--- src/rtl/core/clcd_pkg.sv ---
// ----------------------------------------------------------------------------
// Character LCD expander writer package
// Shared types, register indexes and port byte constants for the writer.
// ----------------------------------------------------------------------------
package clcd_pkg;

    localparam int QUEUE_DEPTH = 2;

    // Configuration register indexes and widths
    localparam int CFG_IDX_W  = 2;
    localparam int CFG_DATA_W = 6;
    localparam logic [CFG_IDX_W-1:0] CFG_LINE_COUNT   = 2'd0;
    localparam logic [CFG_IDX_W-1:0] CFG_COLUMN_COUNT = 2'd1;
    localparam logic [CFG_IDX_W-1:0] CFG_BACKLIGHT_ON = 2'd2;

    localparam logic [2:0] LINE_COUNT_RST   = 3'd4;
    localparam logic [5:0] COLUMN_COUNT_RST = 6'd20;
    localparam logic       BACKLIGHT_RST    = 1'b1;

    // Port byte bits
    localparam logic [7:0] PB_RS = 8'h01;
    localparam logic [7:0] PB_EN = 8'h04;
    localparam logic [7:0] PB_BL = 8'h08;

    // Controller commands
    localparam logic [7:0] CMD_FUNCSET = 8'h20;
    localparam logic [7:0] CMD_NBIT    = 8'h08;
    localparam logic [7:0] CMD_DDRAM   = 8'h80;

    typedef enum logic [1:0] {
        MODE_CHAR   = 2'd0,
        MODE_CMD    = 2'd1,
        MODE_NIBBLE = 2'd2,
        MODE_CURSOR = 2'd3
    } t_mode;

    // Nibble slots of one queued command: two data nibbles, then the
    // function set and DDRAM address bytes of a cursor move.
    localparam logic [2:0] SLOT_DATA_HI = 3'd0;
    localparam logic [2:0] SLOT_DATA_LO = 3'd1;
    localparam logic [2:0] SLOT_FS_HI   = 3'd2;
    localparam logic [2:0] SLOT_FS_LO   = 3'd3;
    localparam logic [2:0] SLOT_AD_HI   = 3'd4;
    localparam logic [2:0] SLOT_AD_LO   = 3'd5;

    // Strobe phases of one nibble
    localparam logic [1:0] PH_SETUP = 2'd0;
    localparam logic [1:0] PH_EN_HI = 2'd1;
    localparam logic [1:0] PH_EN_LO = 2'd2;

    typedef struct packed {
        logic       has_data;
        logic       half;
        logic       rs;
        logic [7:0] data;
        logic       has_cursor;
        logic [7:0] fs;
        logic [7:0] addr;
    } t_cmd;

    typedef struct packed {
        logic full;
        logic empty;
    } t_q_stat;

    function automatic logic [7:0] row_offset(input logic [1:0] row);
        logic [7:0] off;
        case (row)
            2'd0:    off = 8'h00;
            2'd1:    off = 8'h40;
            2'd2:    off = 8'h14;
            2'd3:    off = 8'h54;
            default: off = 8'h00;
        endcase
        return off;
    endfunction

endpackage

--- src/rtl/core/clcd_req_if.sv ---
// ----------------------------------------------------------------------------
// Request channel
// Valid/ready channel that carries one display request per transaction.
// ----------------------------------------------------------------------------
interface clcd_req_if import clcd_pkg::*; ();
    logic       valid;
    logic       ready;
    logic [1:0] mode;
    logic [7:0] value;
    logic [1:0] target_row;
    logic [5:0] target_column;

    modport source (output valid, mode, value, target_row, target_column, input ready);
    modport sink   (input valid, mode, value, target_row, target_column, output ready);
endinterface

--- src/rtl/core/clcd_port_if.sv ---
// ----------------------------------------------------------------------------
// Port byte channel
// Valid/ready channel that carries one expander byte per transaction.
// ----------------------------------------------------------------------------
interface clcd_port_if import clcd_pkg::*; ();
    logic       valid;
    logic       ready;
    logic [7:0] port_byte;
    logic       last;

    modport source (output valid, port_byte, last, input ready);
    modport sink   (input valid, port_byte, last, output ready);
endinterface

--- src/rtl/core/clcd_front.sv ---
// ----------------------------------------------------------------------------
// Request front end
// Accepts requests, tracks the cursor and turns each request into a command.
// ----------------------------------------------------------------------------
module clcd_front import clcd_pkg::*; (
    input  logic       i_clk,
    input  logic       i_rst_n,
    clcd_req_if.sink   i_req,
    input  logic [2:0] i_line_count,
    input  logic [5:0] i_column_count,
    input  t_q_stat    i_q_stat,
    output logic       o_push,
    output t_cmd       o_cmd
);

    logic [1:0] r_row, n_row;
    logic [5:0] r_col, n_col;

    logic [6:0] col_inc;
    logic       wrap;
    logic [1:0] last_row;
    logic [2:0] row_inc;
    logic [1:0] wrap_row;
    logic [7:0] fs;

    assign i_req.ready = !i_q_stat.full;
    assign o_push      = i_req.valid && i_req.ready;

    always_comb begin
        col_inc = {1'b0, r_col} + 7'd1;
        wrap    = col_inc >= {1'b0, i_column_count};
        if (i_line_count == 3'd0) begin
            last_row = 2'd0;
        end else if (i_line_count > 3'd4) begin
            last_row = 2'd3;
        end else begin
            last_row = 2'(i_line_count - 3'd1);
        end
        row_inc  = {1'b0, r_row} + 3'd1;
        wrap_row = (row_inc > {1'b0, last_row}) ? last_row : row_inc[1:0];
        fs       = CMD_FUNCSET | ((i_line_count >= 3'd2) ? CMD_NBIT : 8'h00);

        n_row = r_row;
        n_col = r_col;
        o_cmd = '0;
        o_cmd.fs   = fs;
        o_cmd.data = i_req.value;

        case (t_mode'(i_req.mode))
            MODE_CHAR: begin
                o_cmd.has_data = 1'b1;
                o_cmd.rs       = 1'b1;
                if (wrap) begin
                    n_row            = wrap_row;
                    n_col            = 6'd0;
                    o_cmd.has_cursor = 1'b1;
                    o_cmd.addr       = CMD_DDRAM | row_offset(wrap_row);
                end else begin
                    n_col = col_inc[5:0];
                end
            end
            MODE_CMD: begin
                o_cmd.has_data = 1'b1;
            end
            MODE_NIBBLE: begin
                o_cmd.has_data = 1'b1;
                o_cmd.half     = 1'b1;
            end
            MODE_CURSOR: begin
                n_row            = i_req.target_row;
                n_col            = i_req.target_column;
                o_cmd.has_cursor = 1'b1;
                o_cmd.addr       = CMD_DDRAM |
                                   (row_offset(i_req.target_row) + {2'b00, i_req.target_column});
            end
            default: begin
                o_cmd.has_data = 1'b0;
            end
        endcase
    end

    always_ff @(posedge i_clk) begin
        if (!i_rst_n) begin
            r_row <= 2'd0;
            r_col <= 6'd0;
        end else if (o_push) begin
            r_row <= n_row;
            r_col <= n_col;
        end
    end

endmodule

--- src/rtl/core/clcd_fifo.sv ---
// ----------------------------------------------------------------------------
// Command queue
// Short first-in first-out queue of commands between front and back ends.
// ----------------------------------------------------------------------------
module clcd_fifo import clcd_pkg::*; #(
    parameter int DEPTH = QUEUE_DEPTH
) (
    input  logic    i_clk,
    input  logic    i_rst_n,
    input  logic    i_push,
    input  t_cmd    i_cmd,
    input  logic    i_pop,
    output t_cmd    o_head,
    output t_q_stat o_stat
);

    localparam int PtrW = (DEPTH > 1) ? $clog2(DEPTH) : 1;
    localparam int CntW = $clog2(DEPTH + 1);

    t_cmd            r_mem [DEPTH];
    logic [PtrW-1:0] r_wr_ptr;
    logic [PtrW-1:0] r_rd_ptr;
    logic [CntW-1:0] r_count;

    function automatic logic [PtrW-1:0] ptr_next(input logic [PtrW-1:0] p);
        return (p == PtrW'(DEPTH - 1)) ? '0 : p + PtrW'(1);
    endfunction

    assign o_head       = r_mem[r_rd_ptr];
    assign o_stat.full  = r_count == CntW'(DEPTH);
    assign o_stat.empty = r_count == '0;

    always_ff @(posedge i_clk) begin
        if (i_push) begin
            r_mem[r_wr_ptr] <= i_cmd;
        end
    end

    always_ff @(posedge i_clk) begin
        if (!i_rst_n) begin
            r_wr_ptr <= '0;
            r_rd_ptr <= '0;
            r_count  <= '0;
        end else begin
            if (i_push) begin
                r_wr_ptr <= ptr_next(r_wr_ptr);
            end
            if (i_pop) begin
                r_rd_ptr <= ptr_next(r_rd_ptr);
            end
            if (i_push && !i_pop) begin
                r_count <= r_count + CntW'(1);
            end else if (i_pop && !i_push) begin
                r_count <= r_count - CntW'(1);
            end
        end
    end

endmodule

--- src/rtl/core/clcd_back.sv ---
// ----------------------------------------------------------------------------
// Port byte back end
// Expands queued commands into nibble strobes, one expander byte per cycle while the port is ready.
// ----------------------------------------------------------------------------
module clcd_back import clcd_pkg::*; (
    input  logic       i_clk,
    input  logic       i_rst_n,
    input  logic       i_backlight_on,
    input  t_cmd       i_head,
    input  t_q_stat    i_q_stat,
    output logic       o_pop,
    clcd_port_if.source o_port
);

    logic       r_busy;
    t_cmd       r_cur;
    logic [2:0] r_slot;
    logic [1:0] r_phase;
    logic       r_out_valid;
    logic [7:0] r_out_byte;
    logic       r_out_last;

    logic       adv;
    logic       final_slot;
    logic       end_of_cmd;
    logic [3:0] nib;
    logic       rs;
    logic [7:0] base;
    logic [7:0] pb;

    always_comb begin
        case (r_slot)
            SLOT_DATA_HI: nib = r_cur.data[7:4];
            SLOT_DATA_LO: nib = r_cur.data[3:0];
            SLOT_FS_HI:   nib = r_cur.fs[7:4];
            SLOT_FS_LO:   nib = r_cur.fs[3:0];
            SLOT_AD_HI:   nib = r_cur.addr[7:4];
            SLOT_AD_LO:   nib = r_cur.addr[3:0];
            default:      nib = 4'h0;
        endcase
        rs   = r_cur.rs && (r_slot == SLOT_DATA_HI || r_slot == SLOT_DATA_LO);
        base = {nib, 4'h0} | (i_backlight_on ? PB_BL : 8'h00) | (rs ? PB_RS : 8'h00);
        case (r_phase)
            PH_SETUP: pb = base;
            PH_EN_HI: pb = base | PB_EN;
            PH_EN_LO: pb = base & ~PB_EN;
            default:  pb = base;
        endcase
        final_slot = (r_slot == SLOT_AD_LO)
                  || (r_slot == SLOT_DATA_HI && r_cur.half)
                  || (r_slot == SLOT_DATA_LO && !r_cur.has_cursor);
        end_of_cmd = (r_phase == PH_EN_LO) && final_slot;
    end

    // The output register moves whenever it is empty or being taken.
    assign adv   = !r_out_valid || o_port.ready;
    assign o_pop = !i_q_stat.empty && (!r_busy || (adv && end_of_cmd));

    assign o_port.valid     = r_out_valid;
    assign o_port.port_byte = r_out_byte;
    assign o_port.last      = r_out_last;

    always_ff @(posedge i_clk) begin
        if (!i_rst_n) begin
            r_busy      <= 1'b0;
            r_slot      <= SLOT_DATA_HI;
            r_phase     <= PH_SETUP;
            r_out_valid <= 1'b0;
        end else begin
            if (adv) begin
                r_out_valid <= r_busy;
            end
            if (o_pop) begin
                r_busy  <= 1'b1;
                r_slot  <= i_head.has_data ? SLOT_DATA_HI : SLOT_FS_HI;
                r_phase <= PH_SETUP;
            end else if (adv && r_busy) begin
                if (end_of_cmd) begin
                    r_busy <= 1'b0;
                end else if (r_phase == PH_EN_LO) begin
                    r_phase <= PH_SETUP;
                    r_slot  <= r_slot + 3'd1;
                end else begin
                    r_phase <= r_phase + 2'd1;
                end
            end
        end
    end

    always_ff @(posedge i_clk) begin
        if (o_pop) begin
            r_cur <= i_head;
        end
        if (adv) begin
            r_out_byte <= pb;
            r_out_last <= end_of_cmd;
        end
    end

endmodule

--- src/rtl/core/char_lcd_nibble_expander_writer_unit.sv ---
// A request's command is written into the queue, then loaded into the back end's
// current command, and its strobe bytes leave through the output register.
// Throughput: one port byte per cycle while the port takes them; a request gives 3, 6,
// 12 or 18 port bytes. Requests queue ahead of the back end, so consecutive requests
// run without gaps. Reset (synchronous, active low) homes the cursor, empties the
// queue and loads four lines, twenty columns and backlight on.
// ----------------------------------------------------------------------------
// Character LCD nibble expander writer
// Turns display requests into 4-bit LCD strobe bytes for a port expander.
// ----------------------------------------------------------------------------
module char_lcd_nibble_expander_writer_unit import clcd_pkg::*; #(
    parameter int QueueDepth = QUEUE_DEPTH
) (
    input  logic                  i_clk,
    input  logic                  i_rst_n,
    input  logic                  i_cfg_wr_en,
    input  logic [CFG_IDX_W-1:0]  i_cfg_index,
    input  logic [CFG_DATA_W-1:0] i_cfg_data,
    clcd_req_if.sink              i_req,
    clcd_port_if.source           o_port
);

    logic [2:0] r_line_count;
    logic [5:0] r_column_count;
    logic       r_backlight_on;

    logic    push;
    logic    pop;
    t_cmd    cmd;
    t_cmd    head;
    t_q_stat q_stat;

    always_ff @(posedge i_clk) begin
        if (!i_rst_n) begin
            r_line_count   <= LINE_COUNT_RST;
            r_column_count <= COLUMN_COUNT_RST;
            r_backlight_on <= BACKLIGHT_RST;
        end else if (i_cfg_wr_en) begin
            case (i_cfg_index)
                CFG_LINE_COUNT:   r_line_count   <= i_cfg_data[2:0];
                CFG_COLUMN_COUNT: r_column_count <= i_cfg_data[5:0];
                CFG_BACKLIGHT_ON: r_backlight_on <= i_cfg_data[0];
                default:          r_line_count   <= r_line_count;
            endcase
        end
    end

    clcd_front u_front (
        .i_clk          (i_clk),
        .i_rst_n        (i_rst_n),
        .i_req          (i_req),
        .i_line_count   (r_line_count),
        .i_column_count (r_column_count),
        .i_q_stat       (q_stat),
        .o_push         (push),
        .o_cmd          (cmd)
    );

    clcd_fifo #(
        .DEPTH (QueueDepth)
    ) u_fifo (
        .i_clk   (i_clk),
        .i_rst_n (i_rst_n),
        .i_push  (push),
        .i_cmd   (cmd),
        .i_pop   (pop),
        .o_head  (head),
        .o_stat  (q_stat)
    );

    clcd_back u_back (
        .i_clk          (i_clk),
        .i_rst_n        (i_rst_n),
        .i_backlight_on (r_backlight_on),
        .i_head         (head),
        .i_q_stat       (q_stat),
        .o_pop          (pop),
        .o_port         (o_port)
    );

    // Reset leaves no port byte pending.
    a_reset_idle: assert property (@(posedge i_clk)
        !i_rst_n |=> !o_port.valid)
        else $error("port byte valid after reset");

    // Every port byte carries the configured backlight and never drives bit 1.
    a_byte_bits: assert property (@(posedge i_clk) disable iff (!i_rst_n)
        o_port.valid |-> (o_port.port_byte[3] == r_backlight_on) && !o_port.port_byte[1])
        else $error("port byte has wrong fixed bits");

    // Bytes of one request follow each other without a gap.
    a_no_gap: assert property (@(posedge i_clk) disable iff (!i_rst_n)
        o_port.valid && o_port.ready && !o_port.last |=> o_port.valid)
        else $error("gap inside a request's byte sequence");

    // A queue that is empty and full at once means the count went wrong.
    a_q_sane: assert property (@(posedge i_clk) disable iff (!i_rst_n)
        !(q_stat.full && q_stat.empty))
        else $error("command queue status inconsistent");

endmodule

--- src/flat_wrapper.sv ---
// flat-port wrapper written by rule: the top's interface ports become plain ports
module char_lcd_nibble_expander_writer_unit_flat import clcd_pkg::*;
#(
    parameter int QueueDepth = QUEUE_DEPTH
)
  (i_clk, i_rst_n, i_cfg_wr_en, i_cfg_index, i_cfg_data, i_req_valid, i_req_mode, i_req_value, i_req_target_row, i_req_target_column, i_req_ready, o_port_valid, o_port_port_byte, o_port_last, o_port_ready);
  clcd_req_if i_req_i ();
  clcd_port_if o_port_i ();
  input  logic i_clk;
  input  logic i_rst_n;
  input  logic i_cfg_wr_en;
  input  logic [CFG_IDX_W-1:0] i_cfg_index;
  input  logic [CFG_DATA_W-1:0] i_cfg_data;
  input wire logic [$bits(i_req_i.valid)-1:0] i_req_valid;
  input wire logic [$bits(i_req_i.mode)-1:0] i_req_mode;
  input wire logic [$bits(i_req_i.value)-1:0] i_req_value;
  input wire logic [$bits(i_req_i.target_row)-1:0] i_req_target_row;
  input wire logic [$bits(i_req_i.target_column)-1:0] i_req_target_column;
  output wire logic [$bits(i_req_i.ready)-1:0] i_req_ready;
  output wire logic [$bits(o_port_i.valid)-1:0] o_port_valid;
  output wire logic [$bits(o_port_i.port_byte)-1:0] o_port_port_byte;
  output wire logic [$bits(o_port_i.last)-1:0] o_port_last;
  input wire logic [$bits(o_port_i.ready)-1:0] o_port_ready;
  assign i_req_i.valid = i_req_valid;
  assign i_req_i.mode = i_req_mode;
  assign i_req_i.value = i_req_value;
  assign i_req_i.target_row = i_req_target_row;
  assign i_req_i.target_column = i_req_target_column;
  assign i_req_ready = i_req_i.ready;
  assign o_port_valid = o_port_i.valid;
  assign o_port_port_byte = o_port_i.port_byte;
  assign o_port_last = o_port_i.last;
  assign o_port_i.ready = o_port_ready;
  char_lcd_nibble_expander_writer_unit #(.QueueDepth(QueueDepth)) u_core (.i_clk(i_clk), .i_rst_n(i_rst_n), .i_cfg_wr_en(i_cfg_wr_en), .i_cfg_index(i_cfg_index), .i_cfg_data(i_cfg_data), .i_req(i_req_i), .o_port(o_port_i));
endmodule
--- config.mk ---
export PLATFORM = sky130hd
export DESIGN_NAME = char_lcd_nibble_expander_writer_unit_flat
export DESIGN_NICKNAME = d
export VERILOG_FILES = /design/src/rtl/core/clcd_pkg.sv /design/src/rtl/core/clcd_req_if.sv /design/src/rtl/core/clcd_port_if.sv /design/src/rtl/core/clcd_front.sv /design/src/rtl/core/clcd_fifo.sv /design/src/rtl/core/clcd_back.sv /design/src/rtl/core/char_lcd_nibble_expander_writer_unit.sv /design/src/flat_wrapper.sv
export SDC_FILE = /design/constraint.sdc
export NUM_CORES = 1
export LEC_CHECK = 0
export BUFFER_PORTS_ARGS = -buffer_cell sky130_fd_sc_hd__buf_2
export CORE_MARGIN = 5
export CORE_UTILIZATION = 30
export CTS_CLUSTER_DIAMETER = 40
export CTS_CLUSTER_SIZE = 20
export DETAILED_ROUTE_END_ITERATION = 8
export PLACE_DENSITY_LB_ADDON = 0.1
export RECOVER_POWER = 100
export SLEW_MARGIN = 20
export SYNTH_ARGS = -nofsm -noshare
export SYNTH_HDL_FRONTEND = slang
export SYNTH_HIERARCHICAL = 1
export SYNTH_SLANG_ARGS = --single-unit
--- constraint.sdc ---
create_clock -name i_clk -period 4.3 [get_ports i_clk]
set_input_delay 0.645 -clock i_clk [delete_from_list [all_inputs] [get_ports i_clk]]
set_output_delay 0.645 -clock i_clk [all_outputs]
set_load 0.02 [all_outputs]
==> results <==
- The number of flops mapped to enable cells by yosys is slightly above 90.
- Entering global routing, the biggest net connects 36 pins.
- The final reports fail on capacitance limit, slew limit.
- The tool flagged a number of max-cap violations equal to 2.
- Including well taps, the total number of placed cells is between 600 and 700.
- During I/O placement, the number of pins put on the boundary was 42.
- The run finished, with violations left.
- The element type at the critical path start is a flop.
- The congestion estimate from routability-driven global placement came to 0.721.
- The tree is rooted in a sky130_fd_sc_hd__clkbuf_16.
- The total number of yosys warnings is 6.
- Compared with the post-synthesis result, the final layout area differs by 16.3%.
- The final worst hold slack is roughly 0.42 ns.
- The end-of-flow core utilization is 0.355.
- The detailed-route via count is 3141.
- A synthesized cell averages between 10 and 15 um^2.
- Setup repair after global routing left no endpoint under its margin.
- In this run the horizontal extent of the chip is roughly 150 um.
- In this run the power density over the cells is 613 nW/um^2.
- The number of buffers inserted by hold repair at cts is 0.
- The final setup skew is 0.00654 ns.
- The effective utilization at floorplan is 0.305.
- The number of sinks on the clock net is 121.
- After the last flow step, the layout net total stands at about 500.
- Across every metal layer, demand over resource in global routing totals 0.106.
- The CTS tree is built.
- The final layout contains routed wiring with a total length of 10.7 mm.
- The clock transition time at the flip-flop clock pins of the worst setup and hold paths is roughly 0.06 ns.
- After synthesis the cells add up to 5490 um^2.
- The portion of synthesized cell area occupied by the leading cell type is 0.498.
- The average routed wire per standard cell is 15.6 um.
- The CTS H-tree depth is 4.
- The dominant synthesized flop cell is sky130_fd_sc_hd__edfxtp_1.
- After global routing the overflow that remains totals 0.
- The clock period minus worst slack is 3.13 ns.
- The max-slew violation total from the final report was 65.
- The die covers approximately 21000 um^2.
- Synthesis instantiated 66 different standard cells from the library.
- The floorplan step defined a core boundary enclosing approximately 18000 um^2.
- The later-pin clock latency in the skew report is 0.41 ns.
- Of all nets on the critical path, the largest fanout is 28.
- Setup slack on the critical path of the routed design comes to between 1 and 1.5 ns.
- The critical path required time is ~4.3 ns.
- After floorplanning, the core was divided into 49 placement rows.
- After filler insertion, the fill cell instance count of the layout stands at 1767.
- The total count of hold-check failures in the final report came to 0.
- Data on the critical path arrives at its endpoint at ~3.1 ns.
- The most common cell in the netlist is sky130_fd_sc_hd__edfxtp_1.
- Of the cells placed in the final design, the portion with a size suffix greater than 1 is 0.193.
- Once the clock tree was built, the resizer swapped 0 gates to a different size.
- The leakage power summed over all cells is 2.37 nW.
- The HPWL after detailed placement is 7.25 mm.
- The first global-routing pass estimated roughly 18 mm of wire.
- The setup path with the least slack is of type reg2reg.
- The sort of element at the end of the critical path is a flop.
- The worst pin sits at a relative slew slack of -0.451.
- Buffers inserted during clock tree synthesis total 17.
- The number of setup violations in the final report is 0.
- Input and output buffers added on the ports amount to 40.
- The number of global-route vias before repair came to about 3300.
- The number of antenna violations at the first check in global routing is 0.
- For this run, asynchronously set or reset flops after synthesis account for 0.
- The path class of the lowest-slack min-delay path is in2reg.
- The final clock period utilization by the worst path is 0.729.
- The y dimension of the die is roughly 150 um.
- The first detailed-routing pass ran for 4 iterations.
- After the first detailed-routing iteration, the DRC count stood at about 140.
- Once the clock tree was built, the setup fixing pass inserted 0 buffers.
- Synthesis produced a netlist whose cell count is 405.
- The post-placement worst setup slack is about 1.4 ns.
- The biggest area contributor in the post-synthesis netlist is sky130_fd_sc_hd__edfxtp_1.
- In the final timing run, aggregate negative setup slack is 0 ns.
- The final antenna-violating net count is 0.
- The fmax is approximately 0.32 GHz.
- The register area share after synthesis is 0.608.
- The filler-free cell count of the finished design is 685.
- The DRC violation count after routing is 0.
- Ranked by total cell area, the synthesized netlist is headed by sky130_fd_sc_hd__edfxtp_1 50%, sky130_fd_sc_hd__dfxtp_1 11%, sky130_fd_sc_hd__mux2_2 6.2%.
- For the pin with the worst max-slew slack, the measured transition is about 2.2 ns.
- The final antenna diode count is 0.
- The synthesized design contains 121 register bits.
- The per-cell via count in the routed design is roughly 4.6.
- No sink is reached through more buffers than the 2 on the longest clock path.
- The worst-case vdd ir drop is 287 uV.
- By count the netlist is led by 91 x sky130_fd_sc_hd__edfxtp_1, 30 x sky130_fd_sc_hd__dfxtp_1, 30 x sky130_fd_sc_hd__mux2_2, 27 x sky130_fd_sc_hd__nand2_1.
path summary, 6_finish.rpt:
check,cells after the start,endpoint,start,slack (ns)
worst min register to register,0,u_core/u_back/o_port.port_byte[3],u_core/r_backlight_on,0.43
worst max register to register,4,u_core/u_fifo/r_mem[1][23],u_core/u_fifo/r_count[0],1.17
worst max-delay path,4,u_core/u_fifo/r_mem[1][23],u_core/u_fifo/r_count[0],1.17
worst min-delay path,1,u_core/u_fifo/r_mem[1][17],i_req_value[0],0.42
worst max-delay path, cell delays in order (launching register included):
cell and delay, ns:
sky130_fd_sc_hd__dfxtp_1 0.40, sky130_fd_sc_hd__and2b_2 0.25, sky130_fd_sc_hd__nor2b_1 0.11, sky130_fd_sc_hd__clkbuf_1 0.27, sky130_fd_sc_hd__and2_0 1.64
power breakdown:
group          internal (mW)  total, mW  switching (mW)
registers               1.59       1.72           0.130
clock network          0.970       1.49           0.524
logic                  0.289      0.691           0.402
total                   2.85       3.91            1.06
state kept, by name (all words and copies together), names as in the netlist, 2 cells and up, named ones only:
register,cells
u_core/r_column_count,6
u_core/r_line_count,3
u_core/u_back/o_port.port_byte,7
u_core/u_back/r_cur,27
u_core/u_back/r_phase,2
u_core/u_back/r_slot,3
u_core/u_fifo/r_count,2
u_core/u_fifo/r_mem,56
u_core/u_front/r_col,6
u_core/u_front/r_row,2
cell families after synthesis:
kind of cell	Yosys count	share of synthesized area
DFF	121	0.608
and+or+nand+nor	80	0.0826
AOI/OAI and AO/OA	67	0.0896
buffers and inverters	54	0.0536
muxes	44	0.0892
adders and majority gates	25	0.0579
xor gates and xnor gates	11	0.0176
other	3	0.00205
cells in the final DEF, fill, tap and decap left out, types with 7 or more instances in the layout:
cell                        count
sky130_fd_sc_hd__conb_1         8
sky130_fd_sc_hd__ha_1          23
sky130_fd_sc_hd__mux2_2        26
sky130_fd_sc_hd__edfxtp_1      91
sky130_fd_sc_hd__inv_1         24
sky130_fd_sc_hd__o21ai_0       13
sky130_fd_sc_hd__clkbuf_16     17
sky130_fd_sc_hd__a21oi_1       14
sky130_fd_sc_hd__nor2b_1       10
sky130_fd_sc_hd__nand2_1       27
sky130_fd_sc_hd__nor2_1         8
sky130_fd_sc_hd__dfxtp_1       30
sky130_fd_sc_hd__mux2_1         7
sky130_fd_sc_hd__buf_2         25
sky130_fd_sc_hd__clkbuf_1      16
sky130_fd_sc_hd__mux2i_1       11
per-layer routing:
| layer | part of all wire | routed length, um | global-route usage | vias to the layer above |
|---|---|---|---|---|
| li1 | - | - | - | 1549 |
| met1 | 0.49 | 5230 | 0.139 | 1522 |
| met3 | 0.037 | 396 | 0.0302 | 18 |
| met2 | 0.46 | 4890 | 0.164 | 52 |
| met4 | 0.018 | 196 | 0.0499 | 0 |
| met5 | 0 | 0 | 0 | - |
metrics by stage:
step | cell area, um^2 | total power, mW
floorplan | 5510 | 2.26
global placement | 5840 | 2.49
detailed placement | 5840 | 2.50
CTS | 6460 | 4.02
global route | 6380 | 4.12
finish | 6380 | 3.91
cell type report:
class | count | area (um^2) | area share
Clock buffer | 17 | 425 | 0.0667
Multi-Input combinational cell | 235 | 1830 | 0.286
Clock inverter | 15 | 200 | 0.0314
Timing Repair Buffer | 43 | 213 | 0.0333
Sequential cell | 121 | 3330 | 0.523
Tap cell | 229 | 287 | 0.0449
Inverter | 25 | 93.8 | 0.0147
No activity file was read; power rests on OpenSTA's default activity.
